[config.mk]
export PLATFORM = sky130hd
export DESIGN_NAME = rtp_h26x_depacketizer
export DESIGN_NICKNAME = d
export VERILOG_FILES = /design/src/hdl/rtph_pkg.sv /design/src/hdl/rtph_front.sv /design/src/hdl/rtph_queue.sv /design/src/hdl/rtph_back.sv /design/src/hdl/rtp_h26x_depacketizer.sv
export SDC_FILE = /design/constraint.sdc
export NUM_CORES = 1
export LEC_CHECK = 0
export BUFFER_PORTS_ARGS = -buffer_cell sky130_fd_sc_hd__buf_2
export CAP_MARGIN = 10
export CORE_ASPECT_RATIO = 1.5
export CORE_MARGIN = 2
export CORE_UTILIZATION = 40
export CTS_CLUSTER_DIAMETER = 60
export DETAILED_ROUTE_END_ITERATION = 7
export PLACE_DENSITY = 0.63
export SLEW_MARGIN = 40
export SYNTH_ARGS = -nofsm -noshare
export SYNTH_HDL_FRONTEND = slang
export SYNTH_HIERARCHICAL = 1
export SYNTH_SLANG_ARGS = --single-unit
export TNS_END_PERCENT = 10
[constraint.sdc]
create_clock -name clk -period 5.3 [get_ports clk]
set_input_delay 0.265 -clock clk [delete_from_list [all_inputs] [get_ports clk]]
set_output_delay 0.265 -clock clk [all_outputs]
set_load 0.02 [all_outputs]
[src/hdl/rtph_pkg.sv]
// ----------------------------------------------------------------------------
// rtph_pkg: shared types and constants of the RTP H.264/H.265 depacketiser
// Word formats of both channels, the burst record that passes from the
// classifier to the serialiser, and the protocol constants of RTP and both
// NAL unit formats.
// ----------------------------------------------------------------------------
package rtph_pkg;

	localparam int MAX_PACKET_BYTES_DEF = 2048;
	localparam int QUEUE_DEPTH = 4;

	// RTP fixed header
	localparam logic [7:0]  RTP_VERSION_MASK = 8'h80;
	localparam logic [7:0]  RTP_SECOND_MASK  = 8'h60;
	localparam logic [11:0] RTP_HDR_BYTES    = 12'd12;

	// NAL unit header fields
	localparam logic [7:0] H264_TYPE_MASK  = 8'h1F;
	localparam logic [5:0] H265_TYPE_MASK  = 6'h3F;
	localparam logic [7:0] H264_FU_A       = 8'd28;
	localparam logic [5:0] H265_FU         = 6'd49;
	localparam logic [7:0] H264_HDR_KEEP   = 8'hE0;
	localparam logic [7:0] H265_HDR_KEEP   = 8'h81;
	localparam logic [7:0] H265_HDR_SECOND = 8'h01;
	localparam logic [7:0] START_CODE_LAST = 8'h01;
	localparam logic [7:0] START_CODE_ZERO = 8'h00;

	typedef enum logic [1:0] {
		KIND_PLAIN   = 2'd0,
		KIND_FU_A    = 2'd1,
		KIND_FU_H265 = 2'd2
	} unit_kind_t;

	typedef struct packed {
		logic [7:0]  in_byte;
		logic [11:0] packet_length;
	} pkt_word_t;

	typedef struct packed {
		logic [7:0] out_byte;
		logic       out_last;
		logic       seq_gap;
		logic       continuation_fragment;
	} seg_word_t;

	// Output bytes caused by one input byte: an optional start code followed
	// by up to two literal bytes, all carrying the same flags.
	typedef struct packed {
		logic       start_code;
		logic [1:0] n_bytes;
		logic [7:0] byte0;
		logic [7:0] byte1;
		logic       last;
		logic       gap;
		logic       cont;
	} burst_t;

	function automatic logic [2:0] burst_len(input burst_t bu);
		return {bu.start_code, 2'b00} + {1'b0, bu.n_bytes};
	endfunction

endpackage

[src/hdl/rtph_front.sv]
// ----------------------------------------------------------------------------
// rtph_front: packet parser and classifier
// Tracks the byte position in the packet, the RTP sequence number and the
// kind of NAL unit, and turns each accepted byte into a burst record.
// ----------------------------------------------------------------------------
module rtph_front #(
	parameter int MAX_PACKET_BYTES = rtph_pkg::MAX_PACKET_BYTES_DEF
) (
	input  logic               clk,
	input  logic               arst_n,
	input  logic               pkt_valid,
	output logic               pkt_stall,
	input  rtph_pkg::pkt_word_t pkt_word,
	input  logic               q_full,
	output logic               push,
	output rtph_pkg::burst_t   burst
);
	import rtph_pkg::*;

	localparam logic [16:0] MAX_W = 17'(MAX_PACKET_BYTES);

	logic [11:0] pos_q, pos_n;
	logic [7:0]  held_q, held_n;
	logic        rtp_q, rtp_n;
	logic [7:0]  nal_q, nal_n;
	unit_kind_t  kind_q, kind_n;
	logic [7:0]  seqhi_q, seqhi_n;
	logic [15:0] lastseq_q, lastseq_n;
	logic        gap_q, gap_n;
	logic        drop_q, drop_n;
	logic        fstart_q, fstart_n;

	logic        accept;
	logic [7:0]  b;
	logic [11:0] len;
	logic [11:0] eff;
	logic [12:0] p_inc;

	function automatic burst_t add_byte(input burst_t bu, input logic [7:0] x);
		burst_t r;
		r = bu;
		if (bu.n_bytes == 2'd0) begin
			r.byte0 = x;
		end else begin
			r.byte1 = x;
		end
		r.n_bytes = bu.n_bytes + 2'd1;
		return r;
	endfunction

	assign pkt_stall = q_full;
	assign accept    = pkt_valid && !q_full;
	assign b         = pkt_word.in_byte;
	assign len       = pkt_word.packet_length;
	assign eff       = ({5'd0, len} < MAX_W) ? len : MAX_W[11:0];
	assign p_inc     = {1'b0, pos_q} + 13'd1;

	always_comb begin
		logic        hdr_go;
		logic        body_go;
		logic [7:0]  hdr_byte;
		logic [3:0]  hdr_need;
		logic [11:0] rel;
		logic [15:0] seq;
		burst_t      bu;

		held_n    = held_q;
		rtp_n     = rtp_q;
		nal_n     = nal_q;
		kind_n    = kind_q;
		seqhi_n   = seqhi_q;
		lastseq_n = lastseq_q;
		gap_n     = gap_q;
		drop_n    = drop_q;
		fstart_n  = fstart_q;
		hdr_go    = 1'b0;
		body_go   = 1'b0;
		hdr_byte  = b;
		hdr_need  = 4'd0;
		seq       = {seqhi_q, b};
		bu        = '0;

		if (pos_q == 12'd0) begin
			gap_n    = 1'b0;
			fstart_n = 1'b0;
			kind_n   = KIND_PLAIN;
			rtp_n    = 1'b0;
			drop_n   = (eff <= RTP_HDR_BYTES);
			held_n   = b;
		end else if (pos_q < eff && !drop_q) begin
			if (pos_q == 12'd1) begin
				rtp_n = ((held_q & RTP_VERSION_MASK) != 8'd0) && ((b & RTP_SECOND_MASK) != 8'd0);
				if (!rtp_n) begin
					hdr_go   = 1'b1;
					hdr_byte = held_q;
				end
			end else begin
				if (pos_q == 12'd2) begin
					seqhi_n = b;
				end else if (pos_q == 12'd3) begin
					gap_n     = (lastseq_q != 16'd0) && ((lastseq_q + 16'd1) != seq);
					lastseq_n = seq;
				end
				if (!rtp_q) begin
					body_go = 1'b1;
				end else if (pos_q == RTP_HDR_BYTES) begin
					hdr_go   = 1'b1;
					hdr_byte = b;
				end else if (pos_q > RTP_HDR_BYTES) begin
					body_go = 1'b1;
				end
			end
		end

		// NAL header: classify, and either open a plain unit or check the
		// fragment is long enough to hold its FU header.
		if (hdr_go) begin
			nal_n = hdr_byte;
			if ((hdr_byte & H264_TYPE_MASK) == H264_FU_A) begin
				kind_n = KIND_FU_A;
			end else if ((hdr_byte[7:1] & {1'b0, H265_TYPE_MASK}) == {1'b0, H265_FU}) begin
				kind_n = KIND_FU_H265;
			end else begin
				kind_n = KIND_PLAIN;
			end
			hdr_need = (rtp_n ? 4'd12 : 4'd0) + ((kind_n == KIND_FU_A) ? 4'd2 : 4'd3);
			if (kind_n == KIND_PLAIN) begin
				bu.start_code = 1'b1;
				bu = add_byte(bu, hdr_byte);
			end else if (eff < {8'd0, hdr_need}) begin
				drop_n = 1'b1;
			end
			if (pos_q == 12'd1 && !drop_n) begin
				body_go = 1'b1;
			end
		end

		rel = rtp_n ? (pos_q - RTP_HDR_BYTES) : pos_q;

		if (body_go) begin
			case (kind_n)
				KIND_PLAIN: begin
					bu = add_byte(bu, b);
				end
				KIND_FU_A: begin
					if (rel == 12'd1) begin
						fstart_n = b[7];
						if (b[7]) begin
							bu.start_code = 1'b1;
							bu = add_byte(bu, (nal_n & H264_HDR_KEEP) | (b & H264_TYPE_MASK));
						end
					end else begin
						bu = add_byte(bu, b);
					end
				end
				KIND_FU_H265: begin
					if (rel == 12'd2) begin
						fstart_n = b[7];
						if (b[7]) begin
							bu.start_code = 1'b1;
							bu = add_byte(bu, (nal_n & H265_HDR_KEEP) | {1'b0, b[5:0], 1'b0});
							bu = add_byte(bu, H265_HDR_SECOND);
						end
					end else if (rel >= 12'd3) begin
						bu = add_byte(bu, b);
					end
				end
				default: begin
				end
			endcase
		end

		bu.gap  = gap_n;
		bu.cont = (kind_n != KIND_PLAIN) && !fstart_n;
		bu.last = (p_inc == {1'b0, eff});
		burst   = bu;
		push    = accept && (bu.start_code || bu.n_bytes != 2'd0);
		pos_n   = (p_inc >= {1'b0, len}) ? 12'd0 : p_inc[11:0];
	end

	always_ff @(posedge clk or negedge arst_n) begin
		if (!arst_n) begin
			pos_q     <= '0;
			held_q    <= '0;
			rtp_q     <= 1'b0;
			nal_q     <= '0;
			kind_q    <= KIND_PLAIN;
			seqhi_q   <= '0;
			lastseq_q <= '0;
			gap_q     <= 1'b0;
			drop_q    <= 1'b0;
			fstart_q  <= 1'b0;
		end else if (accept) begin
			pos_q     <= pos_n;
			held_q    <= held_n;
			rtp_q     <= rtp_n;
			nal_q     <= nal_n;
			kind_q    <= kind_n;
			seqhi_q   <= seqhi_n;
			lastseq_q <= lastseq_n;
			gap_q     <= gap_n;
			drop_q    <= drop_n;
			fstart_q  <= fstart_n;
		end
	end

endmodule

[src/hdl/rtph_queue.sv]
// ----------------------------------------------------------------------------
// rtph_queue: burst queue between parser and serialiser
// A short first-in first-out store of burst records, so that either side can
// stall without holding up the other.
// ----------------------------------------------------------------------------
module rtph_queue (
	input  logic             clk,
	input  logic             arst_n,
	input  logic             push,
	input  rtph_pkg::burst_t push_data,
	input  logic             pop,
	output rtph_pkg::burst_t head,
	output logic             not_empty,
	output logic             full
);
	import rtph_pkg::*;

	localparam int PW = (QUEUE_DEPTH > 1) ? $clog2(QUEUE_DEPTH) : 1;
	localparam logic [PW:0] DEPTH_W = (PW + 1)'(QUEUE_DEPTH);
	localparam logic [PW-1:0] LAST_PTR = PW'(QUEUE_DEPTH - 1);

	burst_t        store_q [QUEUE_DEPTH];
	logic [PW-1:0] wr_ptr_q;
	logic [PW-1:0] rd_ptr_q;
	logic [PW:0]   count_q;

	assign head      = store_q[rd_ptr_q];
	assign not_empty = (count_q != '0);
	assign full      = (count_q == DEPTH_W);

	always_ff @(posedge clk) begin
		if (push) begin
			store_q[wr_ptr_q] <= push_data;
		end
	end

	always_ff @(posedge clk or negedge arst_n) begin
		if (!arst_n) begin
			wr_ptr_q <= '0;
			rd_ptr_q <= '0;
			count_q  <= '0;
		end else begin
			if (push) begin
				wr_ptr_q <= (wr_ptr_q == LAST_PTR) ? '0 : wr_ptr_q + 1'b1;
			end
			if (pop) begin
				rd_ptr_q <= (rd_ptr_q == LAST_PTR) ? '0 : rd_ptr_q + 1'b1;
			end
			if (push && !pop) begin
				count_q <= count_q + 1'b1;
			end else if (pop && !push) begin
				count_q <= count_q - 1'b1;
			end
		end
	end

endmodule

[src/hdl/rtph_back.sv]
// ----------------------------------------------------------------------------
// rtph_back: burst serialiser
// Expands the burst record at the head of the queue into output words, one
// per cycle unless seg_stall holds them, through a registered output stage.
// ----------------------------------------------------------------------------
module rtph_back (
	input  logic               clk,
	input  logic               arst_n,
	input  rtph_pkg::burst_t   head,
	input  logic               not_empty,
	output logic               pop,
	output logic               seg_valid,
	input  logic               seg_stall,
	output rtph_pkg::seg_word_t seg_word
);
	import rtph_pkg::*;

	logic [2:0] idx_q;
	logic       valid_q;
	seg_word_t  word_q;
	logic       advance;
	logic       at_end;
	logic [2:0] lit_idx;
	logic [7:0] sel_byte;

	assign advance = !valid_q || !seg_stall;
	assign at_end  = (idx_q == burst_len(head) - 3'd1);
	assign pop     = advance && not_empty && at_end;
	assign lit_idx = head.start_code ? (idx_q - 3'd4) : idx_q;

	always_comb begin
		if (head.start_code && idx_q < 3'd4) begin
			sel_byte = (idx_q == 3'd3) ? START_CODE_LAST : START_CODE_ZERO;
		end else begin
			sel_byte = (lit_idx == 3'd0) ? head.byte0 : head.byte1;
		end
	end

	always_ff @(posedge clk or negedge arst_n) begin
		if (!arst_n) begin
			valid_q <= 1'b0;
			idx_q   <= '0;
		end else if (advance) begin
			valid_q <= not_empty;
			if (not_empty) begin
				idx_q <= at_end ? 3'd0 : idx_q + 3'd1;
			end
		end
	end

	always_ff @(posedge clk) begin
		if (advance && not_empty) begin
			word_q.out_byte              <= sel_byte;
			word_q.out_last              <= head.last && at_end;
			word_q.seq_gap               <= head.gap;
			word_q.continuation_fragment <= head.cont;
		end
	end

	assign seg_valid = valid_q;
	assign seg_word  = word_q;

endmodule

[src/hdl/rtp_h26x_depacketizer.sv]
// ----------------------------------------------------------------------------
// rtp_h26x_depacketizer: RTP to Annex-B depacketiser for H.264 and H.265
// Accepts an RTP packet a byte per word and gives its Annex-B segment a byte
// per word, rebuilding fragmented NAL unit headers and flagging sequence gaps.
// ----------------------------------------------------------------------------
// The block takes one packet byte per cycle on pkt_word while pkt_stall is
// low, with the packet's total length repeated on every byte, and produces
// the Annex-B bytes on seg_word, also at up to one word per cycle. A parser
// accepts each byte offered while the queue is not full, works out the
// output bytes it causes (nothing, a payload byte, or a start code followed
// by a rebuilt NAL header, five or six words in all) and writes them as one
// record into a four-entry queue. A serialiser empties the queue through a
// registered output stage, one word per cycle unless seg_stall holds it.
// Payload bytes therefore stream at one word per cycle while the output is
// not stalled, and pkt_stall rises only once the queue has filled behind a
// stalled or busy output. The words of an accepted byte pass through the
// queue and then the output register. Packets of twelve bytes or fewer are
// discarded, bytes beyond MAX_PACKET_BYTES are counted but ignored, and the
// final word of a packet's segment carries out_last when the packet's last
// byte itself yields output. The flags seq_gap and continuation_fragment are
// constant across the words that one input byte causes.
// ----------------------------------------------------------------------------
module rtp_h26x_depacketizer #(
	parameter int MAX_PACKET_BYTES = rtph_pkg::MAX_PACKET_BYTES_DEF
) (
	input  logic                clk,
	input  logic                arst_n,
	input  logic                pkt_valid,
	output logic                pkt_stall,
	input  rtph_pkg::pkt_word_t pkt_word,
	output logic                seg_valid,
	input  logic                seg_stall,
	output rtph_pkg::seg_word_t seg_word
);
	import rtph_pkg::*;

	burst_t push_burst;
	burst_t head_burst;
	logic   push;
	logic   pop;
	logic   q_full;
	logic   q_not_empty;

	// Parser: position, sequence and NAL unit tracking.
	rtph_front #(
		.MAX_PACKET_BYTES(MAX_PACKET_BYTES)
	) u_front (
		.clk      (clk),
		.arst_n   (arst_n),
		.pkt_valid(pkt_valid),
		.pkt_stall(pkt_stall),
		.pkt_word (pkt_word),
		.q_full   (q_full),
		.push     (push),
		.burst    (push_burst)
	);

	// Decoupling queue: the parser keeps accepting while a burst drains, until the queue fills.
	rtph_queue u_queue (
		.clk      (clk),
		.arst_n   (arst_n),
		.push     (push),
		.push_data(push_burst),
		.pop      (pop),
		.head     (head_burst),
		.not_empty(q_not_empty),
		.full     (q_full)
	);

	// Serialiser: one output word per cycle from the head record unless seg_stall holds it.
	rtph_back u_back (
		.clk      (clk),
		.arst_n   (arst_n),
		.head     (head_burst),
		.not_empty(q_not_empty),
		.pop      (pop),
		.seg_valid(seg_valid),
		.seg_stall(seg_stall),
		.seg_word (seg_word)
	);

endmodule

# [Word level (Yosys, flattened, before mapping)]
# Memory sizes are Yosys's and may differ from the RTL's.
# Index checks and enable logic that the tools add are counted.
[word_totals] regBits=80 ramBits=88 inputBits=24 mem_count=1
[classes] add_sub_neg=14 n_lt_le_gt_ge=8 n_eq_ne=18 mux=75 bitwise=5 reduce_logical=40
[memory_table] name="u_queue.store_q" depth=4 word_bits=22 rd=1 rd_clocked_by_memory_dff=0 write_ports=1 line_no="rtph_queue.sv:22" source="burst_t store_q [QUEUE_DEPTH];"
[op_table] operator="$mux 22" count=7
[op_table] operator="$mux 8" count=15
[op_table] operator="$pmux 22 s3" count=1
[op_table] operator="$eq 12x2->1 const B" count=3
[op_table] operator="$mux 12" count=3
[op_table] operator="$mux 1" count=35
[op_table] operator="$eq 12x1->1 const B" count=2
[op_table] operator="$mux 21" count=1
[op_table] operator="$add 16x1->16 const B" count=1
[op_table] operator="$ne 16x16->1" count=1
[op_table] operator="$reduce_bool 16->1" count=1
[op_table] operator="$mux 2" count=7
[op_table] operator="$add 12x1->13 const B" count=1
[op_table] operator="$eq 13x12->1" count=1
[op_table] operator="$ge 13x12->1" count=1
[op_table] operator="$logic_and 1x1->1" count=13
[op_table] operator="$eq 12x4->1 const B" count=1
[op_table] operator="$ge 12x2->1 const B" count=1
[op_table] operator="$gt 12x4->1 const B" count=1
[op_table] operator="$le 12x4->1 const B" count=1
[op_table] operator="$logic_not 12->1" count=1
[op_table] operator="$lt 12x12->1" count=1
[op_table] operator="$lt 12x12->1 const B" count=1
[op_table] operator="$lt 12x4->1" count=1
[op_table] operator="31 further kinds" count=59

# [Depth between registers and ports, before layout]
# Gate-level depths: netlist of the first run.
[depth] word_depth=29 depth_mapped=26

# [Modules after synthesis]
# Netlist of the first run, hierarchy kept.
[by_module_without_submodules] module="rtph_front" n_inst=1 cells_each=652 area_per_inst_um2=5262.5 seq_area_each_um2=1351.3
[by_module_without_submodules] module="rtph_queue" n_inst=1 cells_each=152 area_per_inst_um2=3624.7 seq_area_each_um2=2817.7
[by_module_without_submodules] module="rtph_back" n_inst=1 cells_each=69 area_per_inst_um2=770.7 seq_area_each_um2=430.4

# [Worst setup path after synthesis of the first run]
# No wires, ideal clock.
[synth_path] kind="input port to flip-flop" from="input pkt_word[11] in the netlist's numbering" to="register u_queue.count_q[1]" t_arrival_ps=5100 required_time_ps=5175 slack_ps=76 cell_stages=22 n_path_buf=3 cell_sequence="inv_1 > clkbuf_1 > nand2_1 > ha_1 > a211oi_1 > o21ai_1 > or4_4 > or3_1 > clkbuf_1 > a21oi_2 > nor2_1 > a31oi_1 > inv_1 > ha_1 > clkbuf_1 > a22oi_1 > a21oi_1 > o41a_1 > ha_1 > inv_1 > fa_1 > mux2_2"
[synth_lines] item="from (decl)" line_no="rtp_h26x_depacketizer.sv:30" source="input rtph_pkg::pkt_word_t pkt_word,"
[synth_lines] item="to (signal assigned)" line_no="rtph_queue.sv:50" source="count_q <= count_q + 1'b1;"
[synth_lines] item="to (signal assigned)" line_no="rtph_queue.sv:52" source="count_q <= count_q - 1'b1;"
[synth_lines] item="to (decl)" line_no="rtph_queue.sv:25" source="logic [PW:0] count_q;"

==> impl_metrics.csv, run 1 <==
group,metric,value,unit
route,dr.pass1.iters,5,
worst_setup_path,cpMostUsedCell,"ha_1",
yosys,synthCells,873,
flow_run,cap_viol_max_count,0,
yosys,synth_edf_count,99,
worst_setup_path,crit_start,"u_front/pos_q[1]",
clock_network,worstSkewPairLatency,0.44,ns
clock_network,clockRootBuffer,"clkbuf_16",
worst_setup_path,crit_type,"reg2reg",
worst_setup_path,path_buf_inv,1,
worst_setup_path,cp_data_required_time,5.62,ns
worst_setup_path,critPathSlowestCell,"dfrtp_1",
final_layout,drive_gt1_frac,0.203,
run_status,status,"finished clean",
place,place_ws,-0.0472,ns
route,drtIter0Drc,363,
final_layout,final_cell_mix,"edfxtp_1, nand2_1, dfrtp_1",
final_layout,layout_commonest_cell,"edfxtp_1",
worst_setup_path,reg2reg_to,"u_queue/count_q[1]",
clock_network,htreeDepth,4,
sta,slew_viol_final,0,
worst_setup_path,ff2ff_setup_slack,0.34,ns
sta,finalSetupViolations,0,
place,post-dp-hpwl,17.3,mm
floorplan,core,23700,µm²
yosys,netlist_area,9660,µm²
sta,setup_slack,0.343,ns
global_route,gr-usage-all-layers,0.193,
floorplan,die_h,194,µm
route,routed_wl,23.2,mm
clock_network,clkSinkCount,164,
sta,min_period,4.96,ns
worst_setup_path,start_kind,"flop",
power,power_density,503,nW/µm²
place,routabilityCongestion,0.893,
final_layout,syn_to_final_growth,13.7,%
yosys,synth-seq-area-share,0.476,
route,routedWlPerCell,18.3,µm
floorplan,row_count,69,
floorplan,ios,37,
yosys,ys.flop_type,"edfxtp_1",
worst_setup_path,critPathCaptureType,"flop",
route,avgViaCountPerCell,5.49,
worst_setup_path,path_delay_family,"compound AO/OA/AOI/OAI gates",
final_layout,final_area,11000,µm²
power,p_total,5.52,mW
clock_network,cts_tree,"built",
yosys,synth_area_per_cell,11.1,µm²
floorplan,die-width,131,µm
yosys,synthesis.nets,950,
power,leakage,4.53,nW
sta,fin_crit_sh,0.935,
clock_network,cts_max_path_buffers,2,
yosys,synth_seq_cells,164,
sta,maxSlewHeadroom,0.507,
worst_setup_path,worst-path-stages,18,
worst_setup_path,r2r-start,"u_front/pos_q[1]",
yosys,yosysUniqueCellTypes,74,
sta,finalHoldViolCount,0,
global_route,grt_pass1_wl,37.3,mm
route,drc,0,
floorplan,start_util,0.407,
yosys,synth_warnings,6,
clock_network,cts_buffers,17,
worst_setup_path,cp-endpoint,"u_queue/count_q[1]",
final_layout,fin_cells,1267,
global_route,grt-ovfl-total,0,
worst_hold_path,hold_class,"in2reg",
global_route,grt_pass1_vias,7088,
route,ant_nets,0,
sta,max_freq,202,MHz
worst_setup_path,cpPeakStageDelay,0.46,ns
place,dp_cells,1233,
route,route.vias.total,6952,
worst_setup_path,crit_fanout,6,
final_layout,nets,1012,
sta,worst-slew-pin-transition,0.737,ns
worst_setup_path,rr_worst_depth,18,
floorplan,dieArea,25400,µm²
global_route,antenna_found_initial,0,
final_layout,utilization,0.463,
power,vdd_drop_max,0.282,mV
place,numPortBuffers,36,
place,placedInstanceArea,10400,µm²
final_layout,num_antenna_cells,0,
global_route,grt_start_max_net_pins,66,
sta,finClkSkew,0.0126,ns
worst_setup_path,worstPathArrival,5.28,ns
clock_network,cts.clk_slew.worst_paths,0.06,ns
yosys,async_flop_share,0.396,
worst_setup_path,path_cells,"ha_1 -> nor2b_1 -> o211a_1 -> o21a_1 -> nor4_2 -> o211ai_1 -> ha_1 -> a211o_1 -> o31a_1 -> o31ai_4 -> nor3b_1 -> o21ai_1 -> nand4_1 -> o41a_1 -> ha_1 -> inv_1 -> fa_1 -> mux2_2",
==> worst min path at each step <==
stage / startpoint / end / cells past startpoint
floorplan: arst_n / u_back/idx_q[0] / 0
global placement: flop / flop / 2
detailed placement: arst_n / u_front/seqhi_q[1] / 2
CTS: seg_stall / u_back/seg_valid / 2
global route: seg_stall / u_back/seg_valid / 2
finish: seg_stall / u_back/seg_valid / 2
==> worst reg2reg max path, stage by stage, from the launching register on <==
cell and delay, ns:
dfrtp_1 0.46, ha_1 0.32, nor2b_1 0.13, o211a_1 0.21, o21a_1 0.21, nor4_2 0.32
o211ai_1 0.18, ha_1 0.33, a211o_1 0.27, o31a_1 0.30, o31ai_4 0.32, nor3b_1 0.09
o21ai_1 0.14, nand4_1 0.12, o41a_1 0.46, ha_1 0.25, inv_1 0.07, fa_1 0.40
mux2_2 0.26
==> stage by stage <==
stage	setup TNS [ns]	hold WS, ns
2_1_floorplan	0	-0.0306
3_3_place_gp	0	0.461
3_5_place_dp	-0.0472	0.425
4_1_cts	0	0.0379
5_1_grt	-0.0140	0.0592
6_report	0	0.0536
==> repair_timing <==
item	4_1_cts	5_1_grt
endpoints found under the hold margin	65	0
resized for setup	0	8
setup endpoints to repair	0	2
buffers inserted	0	1
hold buffers	1	0
==> synth_stat cells, drive strengths merged (7+ instances only) <==
library cell | instances | share of area
ha | 52 | 0.067
nand3 | 43 | 0.023
xnor2 | 28 | 0.025
inv | 48 | 0.019
o21ai | 50 | 0.026
nand4 | 18 | 0.012
nor2 | 37 | 0.015
and3 | 15 | 0.0097
xor2 | 16 | 0.015
a21oi | 37 | 0.020
nor4 | 11 | 0.0078
o22ai | 10 | 0.0065
edfxtp | 99 | 0.31
dfrtp | 65 | 0.17
mux2i | 7 | 0.0073
clkbuf | 22 | 0.0086
nand2 | 87 | 0.034
nor3 | 32 | 0.021
and2 | 12 | 0.0078
mux2 | 34 | 0.040
mux4 | 22 | 0.053
nand2b | 11 | 0.0071
buf | 18 | 0.015
a21o | 17 | 0.013
==> layer usage <==
metal	vias up	routed length, µm	global-route usage
met5	-	0	0
met1	3369	9060	0.216
met3	63	719	0.0319
li1	3348	-	-
met4	0	1070	0.113
met2	172	12300	0.339
==> layout make-up <==
cell class / instances / area, µm²
Tap cell: 319 / 399
Timing Repair Buffer: 83 / 539
Inverter: 48 / 180
Clock buffer: 20 / 437
Multi-Input combinational cell: 621 / 4700
Clock inverter: 12 / 131
Sequential cell: 164 / 4600
Fill cell: 2241 / 12800
==> state kept, by name, indices dropped and copies added (netlist names), 2 cells and up, named ones only <==
name / count
u_queue/count_q: 3
u_back/idx_q: 3
u_queue/rd_ptr_q: 2
u_front/nal_q: 3
u_front/held_q: 8
u_front/kind_q: 2
u_front/pos_q: 12
u_front/lastseq_q: 16
u_queue/store_q: 88
u_queue/wr_ptr_q: 2
u_front/seqhi_q: 8
u_back/seg_word: 11
==> kinds of logic after synthesis <==
family,count (synthesis),synth area share
simple gates,299,0.163
flops,164,0.476
compound gates,161,0.108
buf+inv,88,0.0417
mux,63,0.0998
fa+ha+maj,53,0.0694
xor+xnor,45,0.0425
==> where the power goes <==
| part | total [mW] | internal [mW] | switching [mW] |
|---|---|---|---|
| clock network | 1.19 | 0.692 | 0.497 |
| registers | 2.03 | 1.77 | 0.262 |
| logic | 2.30 | 0.994 | 1.31 |
Note: power is estimated with default switching activity, not from simulation.
==> run 2: changes to the inputs <==
--- a/config.mk
+++ b/config.mk
@@ -16,6 +16,5 @@
 export SLEW_MARGIN = 40
 export SYNTH_ARGS = -nofsm -noshare
 export SYNTH_HDL_FRONTEND = slang
-export SYNTH_HIERARCHICAL = 1
 export SYNTH_SLANG_ARGS = --single-unit
 export TNS_END_PERCENT = 10
==> run 2 against run 1 <==
- largest cell class unchanged
- clock power is 3% higher
- setup slack lost 0.12 ns
- hold slack worse by 0.0014 ns
- sequential share of layout area is 0.65 points lower
- design area is 1.5% higher
- sequential power grew 7%
==> impl_metrics.csv, run 2 <==
group,metric,value,unit
worst_setup_path,crit_start,"u_front.pos_q[11]",
route,routedWlPerCell,18.0,µm
flow_run,cap_viol_max_count,0,
yosys,synth_area_per_cell,11.1,µm²
worst_setup_path,crit_fanout,6,
global_route,grt_pass1_vias,7352,
yosys,synth_seq_cells,164,
worst_setup_path,cp-endpoint,"u_queue.count_q[1]",
yosys,synth_warnings,0,
clock_network,cts_buffers,17,
clock_network,cts_tree,"built",
final_layout,drive_gt1_frac,0.220,
yosys,synthCells,883,
floorplan,die_h,196,µm
yosys,synth-seq-area-share,0.470,
worst_setup_path,cp_data_required_time,5.62,ns
clock_network,worstSkewPairLatency,0.44,ns
yosys,yosysUniqueCellTypes,84,
yosys,async_flop_share,0.396,
place,place_ws,-0.124,ns
sta,max_freq,197,MHz
sta,whs,0.0522,ns
yosys,yosysTopAreaCellShare,0.304,
sta,min_period,5.07,ns
global_route,grt_pass1_wl,38.3,mm
yosys,ys.flop_type,"edfxtp_1",
floorplan,ios,37,
place,dp_cells,1258,
final_layout,largestRegisters,"u_queue.store_q (88), u_front.lastseq_q (16), u_front.pos_q (12)",
clock_network,clockRootBuffer,"clkbuf_16",
sta,finalSetupViolations,0,
global_route,grt_start_max_net_pins,66,
final_layout,final_cell_mix,"edfxtp_1, nand2_1, dfrtp_1",
final_layout,syn_to_final_growth,14.0,%
worst_setup_path,critPathCaptureType,"flop",
power,vdd_drop_max,0.313,mV
floorplan,row_count,70,
global_route,antenna_found_initial,0,
yosys,netlist_area,9790,µm²
global_route,gr-usage-all-layers,0.189,
global_route,grt-ovfl-total,0,
sta,finalHoldViolCount,0,
floorplan,start_util,0.404,
yosys,synth_area_leaders,"edfxtp_1, dfrtp_1, ha_1, mux4_2, mux2_2",
final_layout,num_antenna_cells,0,
route,drc,0,
route,drtIter0Drc,471,
yosys,synthTopCellsByCount,"edfxtp_1, nand2_1, dfrtp_1",
final_layout,regMostFlops,"u_queue.store_q",
yosys,synth_edf_count,99,
final_layout,largest_reg_flops,88,
clock_network,clkSinkCount,164,
place,numPortBuffers,36,
worst_setup_path,cpPeakStageDelay,0.57,ns
sta,setup_slack,0.226,ns
worst_setup_path,critPathSlowestCell,"or4_4",
yosys,synth_top_cell_by_area,"edfxtp_1",
worst_setup_path,r2r-start,"u_front.pos_q[11]",
route,avgViaCountPerCell,5.51,
sta,maxSlewHeadroom,0.505,
floorplan,dieArea,25800,µm²
worst_setup_path,rr_worst_depth,20,
clock_network,htreeDepth,4,
place,routabilityCongestion,0.921,
route,dr.pass1.iters,5,
yosys,synth_most_common_cell,"edfxtp_1",
floorplan,core,24300,µm²
place,post-dp-hpwl,17.2,mm
final_layout,fin_cells,1291,
sta,finClkSkew,0.0112,ns
yosys,synthesis.nets,960,
route,routed_wl,23.2,mm
route,route.vias.total,7114,
worst_setup_path,reg2reg_to,"u_queue.count_q[1]",
power,p_total,7.04,mW
power,leakage,4.57,nW
sta,fin_crit_sh,0.957,
sta,worst-slew-pin-transition,0.740,ns
floorplan,die-width,132,µm
worst_hold_path,hold_class,"in2reg",
final_layout,layout_commonest_cell,"edfxtp_1",
sta,slew_viol_final,0,
worst_setup_path,path_cells,"ha_1 -> nand4_1 -> o211ai_1 -> or4_4 -> a32oi_4 -> ha_1 -> a211o_1 -> inv_1 -> o21ai_0 -> o31ai_4 -> inv_2 -> o211ai_2 -> mux2i_1 -> a211o_1 -> o31ai_4 -> inv_1 -> ha_1 -> inv_1 -> fa_1 -> mux2_2",
final_layout,utilization,0.460,
clock_network,cts_max_path_buffers,2,
worst_setup_path,worstPathArrival,5.39,ns
clock_network,cts.clk_slew.worst_paths,0.07,ns
power,power_density,631,nW/µm²
sta,rsz0062_at_grt,"false",
run_status,status,"finished clean",
worst_setup_path,crit_type,"reg2reg",
worst_setup_path,start_kind,"flop",
route,ant_nets,0,
worst_setup_path,ff2ff_setup_slack,0.23,ns
final_layout,nets,1031,
[run 2: changes by cell type in the layout (fill, tap and decap cells not counted), sizes merged, moves of 9 or more]
cell / change
nand3: -15
or3: +9
buf: +11
nor3: -15
inv: +12
[run 2: cell families after synthesis]
family                   Yosys count  synth area share
multiplexers                      71             0.106
XOR/XNOR                          45            0.0403
adder cells (fa/ha/maj)           53            0.0685
AND/OR/NAND/NOR                  275             0.145
buffers and inverters            101            0.0504
flip-flops                       164             0.470
AO/OA/AOI/OAI                    174             0.120
[run 2: final cells by class]
| class | instances | area [µm²] |
|---|---|---|
| clock buffers | 17 | 425 |
| clock inverters | 15 | 153 |
| fillers | 2268 | 13100 |
| inverters | 59 | 221 |
| multi-input cells | 618 | 4730 |
| flip-flops and latches | 164 | 4600 |
| well taps | 324 | 405 |
| repair buffers | 94 | 622 |
[run 2: critical path, delay by kind of cell, from the launching register on]
kind                     cells  cell delay [ns]
AO/OA/AOI/OAI                8             1.87
adder cells (fa/ha/maj)      4             1.24
flip-flops                   1             0.47
AND/OR/NAND/NOR              2             0.67
multiplexers                 2             0.35
buffers and inverters        4             0.34
[run 2: what timing repair did]
action                     in CTS  in global routing
setup endpoints to repair       0                  1
hold buffers                    1                  0
resized for setup               0                  2
hold endpoints to repair       65                  0
setup buffers                   0                  0
[run 2: worst min-delay path by stage]
stage	start	end	slack (ns)	depth (start not counted)
after CTS	seg_stall	u_back.seg_valid	0.04	3
after global routing	seg_stall	u_back.seg_valid	0.08	3
after detailed placement	arst_n	u_front.pos_q[5]	0.41	2
final	seg_stall	u_back.seg_valid	0.05	3
after global placement	u_front.nal_q[5]	u_front.nal_q[5]	0.47	2
after floorplan	arst_n	u_back.idx_q[0]	-0.03	0
[run 2: per-layer routing]
metal | global-route usage | part of all wire
met2 | 0.354 | 0.55
met5 | 0 | 0
met3 | 0.0262 | 0.025
met1 | 0.204 | 0.39
met4 | 0.0994 | 0.038
[run 2: through the flow]
stage               cell area [µm²]  TNS, ns
global route                  11200        0
CTS                           11100        0
finish                        11200        0
floorplan                      9790   -18.54
global placement              10500        0
detailed placement            10600   -0.124
[run 2: power by group]
| part | leakage, nW | switching [mW] | internal (mW) |
|---|---|---|---|
| Combinational | 2.53 | 2.07 | 1.57 |
| Sequential | 1.76 | 0.262 | 1.92 |
| Clock | 0.283 | 0.528 | 0.697 |
==> run 3: changes to the inputs <==
--- a/config.mk
+++ b/config.mk
@@ -12,6 +12,7 @@
 export CORE_UTILIZATION = 40
 export CTS_CLUSTER_DIAMETER = 60
 export DETAILED_ROUTE_END_ITERATION = 7
+export MAX_ROUTING_LAYER = met4
 export PLACE_DENSITY = 0.63
 export SLEW_MARGIN = 40
 export SYNTH_ARGS = -nofsm -noshare
==> run 3 against run 2 <==
- setup slack lost 0.0040 ns
- non-clock buffer count grew 5
- wire length grew 0.47%
- die area is the same
==> impl_metrics.csv, run 3 (same netlist as run 2, synthesis figures left out) <==
group,metric,value,unit
sta,tns,0,ns
final_layout,multi_input_area,4740,µm²
global_route,grt-ovfl-total,0,
global_route,grtUsageMet3,0.0296,
worst_setup_path,cp-endpoint,"u_queue.count_q[1]",
floorplan,row_count,70,
final_layout,regMostFlops,"u_queue.store_q",
sta,max_freq,197,MHz
worst_setup_path,cpPeakStageDelay,0.50,ns
sta,setup_slack,0.222,ns
place,numPortBuffers,36,
power,p_total,7.10,mW
worst_hold_path,worstHoldStart,"seg_stall",
sta,finClkSkew,0.0180,ns
global_route,antenna_found_initial,0,
worst_setup_path,rr_worst_depth,22,
floorplan,die_h,196,µm
route,routed_wl,23.3,mm
sta,finalHoldViolCount,0,
power,vdd_drop_max,0.252,mV
power,leakage,4.58,nW
sta,fin_crit_sh,0.958,
run_status,status,"finished clean",
worst_setup_path,crit_fanout,6,
final_layout,syn_to_final_growth,14.3,%
worst_setup_path,r2r-start,"u_front.pos_q[1]",
floorplan,ios,37,
global_route,grtUsageMet1,0.194,
clock_network,clkSinkCount,164,
place,place_ws,-0.100,ns
route,routedWlPerCell,18.0,µm
route,avgViaCountPerCell,5.47,
final_layout,final_cell_mix,"edfxtp_1, nand2_1, dfrtp_1",
worst_setup_path,ff2ff_setup_slack,0.22,ns
worst_setup_path,crit_type,"reg2reg",
clock_network,cts_max_path_buffers,2,
sta,rsz0062_at_grt,"false",
worst_hold_path,hold_class,"in2reg",
worst_setup_path,worstPathArrival,5.39,ns
floorplan,dieArea,25800,µm²
floorplan,die-width,132,µm
final_layout,largestRegisters,"u_queue.store_q (88), u_front.lastseq_q (16), u_front.pos_q (12)",
route,drc,0,
final_layout,largest_reg_flops,88,
worst_setup_path,critPathCaptureType,"flop",
worst_setup_path,worst-path-stages,22,
worst_setup_path,start_kind,"flop",
power,power_density,634,nW/µm²
worst_setup_path,path_cells,"ha_1 -> nor2b_1 -> o211ai_1 -> a211oi_2 -> or4_4 -> a32oi_4 -> buf_4 -> ha_1 -> and3_1 -> o21ai_0 -> mux2i_1 -> o31ai_4 -> inv_2 -> o211ai_2 -> mux2i_1 -> a211o_1 -> o31ai_4 -> inv_1 -> ha_1 -> inv_1 -> fa_1 -> mux2_2",
clock_network,worstSkewPairLatency,0.44,ns
clock_network,cts_buffers,17,
route,ant_nets,0,
global_route,grt_pass1_wl,38.2,mm
final_layout,num_antenna_cells,0,
clock_network,htreeDepth,4,
sta,min_period,5.08,ns
flow_run,cap_viol_max_count,0,
final_layout,drive_gt1_frac,0.227,
floorplan,core,24300,µm²
clock_network,clockRootBuffer,"clkbuf_16",
route,route.vias.total,7087,
place,placedInstanceArea,10600,µm²
worst_setup_path,crit_start,"u_front.pos_q[1]",
final_layout,final_area,11200,µm²
place,post-dp-hpwl,17.4,mm
sta,slew_viol_final,0,
sta,maxSlewHeadroom,0.493,
final_layout,fillers,2219,
final_layout,layout_commonest_cell,"edfxtp_1",
sta,worst-slew-pin-transition,0.751,ns
global_route,gr-max-usage-layer,"met2",
clock_network,cts_tree,"built",
worst_setup_path,cp_data_required_time,5.62,ns
worst_setup_path,critPathSlowestCell,"or4_4",
route,drtIter0Drc,399,
final_layout,regArea,4600,µm²
clock_network,cts.clk_slew.worst_paths,0.07,ns
sta,finalSetupViolations,0,
global_route,grt.met2_usage,0.363,
global_route,grt_pass1_vias,7340,
worst_setup_path,reg2reg_to,"u_queue.count_q[1]",
final_layout,nets,1036,
global_route,gr-usage-all-layers,0.194,
route,dr.pass1.iters,4,
worst_setup_path,cpMostUsedCell,"ha_1",
worst_setup_path,path_buf_inv,4,
place,routabilityCongestion,0.913,
global_route,grt_start_max_net_pins,66,
worst_setup_path,path_delay_family,"compound AO/OA/AOI/OAI gates",
floorplan,start_util,0.404,
[run 3: changes by cell type in the layout (fill, tap and decap cells not counted)]
cell        delta
buf_4          +5
bufinv_16      -1
clkbuf_1       +2
clkbuf_8       +1
clkinv_1       -3
clkinvlp_4     +1
dfrtp_1        -1
dfrtp_2        +1
o21ai_0        -1
o21ai_1        +1
o221ai_1       -1
o221ai_2       +1
[run 3: how the worst min path moves through the flow]
| stage | end | slack, ns | cells past startpoint |
|---|---|---|---|
| 2_1_floorplan | u_back.idx_q[0] | -0.03 | 0 |
| 3_3_place_gp | u_front.nal_q[5] | 0.46 | 2 |
| 3_5_place_dp | u_front.pos_q[5] | 0.41 | 2 |
| 4_1_cts | u_back.seg_valid | 0.05 | 3 |
| 5_1_grt | u_back.seg_valid | 0.07 | 3 |
| 6_report | u_back.seg_valid | 0.05 | 3 |
[run 3: power by group]
| part | leakage [nW] | switching [mW] | internal [mW] |
|---|---|---|---|
| clock network | 0.274 | 0.535 | 0.668 |
| logic | 2.55 | 2.08 | 1.62 |
| registers | 1.76 | 0.275 | 1.92 |
[run 3: what timing repair did]
item | CTS | global route
endpoints found under the hold margin | 65 | 0
setup buffers | 0 | 2
endpoints found under the setup margin | 0 | 2
hold buffers | 1 | 0
resized for setup | 0 | 5
[run 3: final cells by class]
class / instances / share of cell area
multi-input cells: 618 / 0.423
inverters: 59 / 0.0198
clock inverters: 12 / 0.0106
well taps: 324 / 0.0362
clock buffers: 20 / 0.0399
flip-flops and latches: 164 / 0.411
repair buffers: 99 / 0.0589
[run 3: worst min-delay path: stages]
cell,delay (ns)
buf_2,0.08
nand2_1,0.04
nand2_1,0.06
[run 3: routing by layer]
metal | vias up | part of all wire
met3 | 57 | 0.031
met2 | 161 | 0.55
li1 | 3415 | -
met4 | 0 | 0.040
met1 | 3454 | 0.38
met5 | - | 0
[run 3: through the flow]
step / hold WS, ns / utilization / instances
after floorplan: -0.0306 / - / 883
after global placement: 0.464 / 0.436 / 1261
after detailed placement: 0.412 / 0.436 / 1261
after CTS: 0.0479 / 0.460 / 1294
after global routing: 0.0735 / 0.461 / 1296
final: 0.0532 / 0.461 / 1296
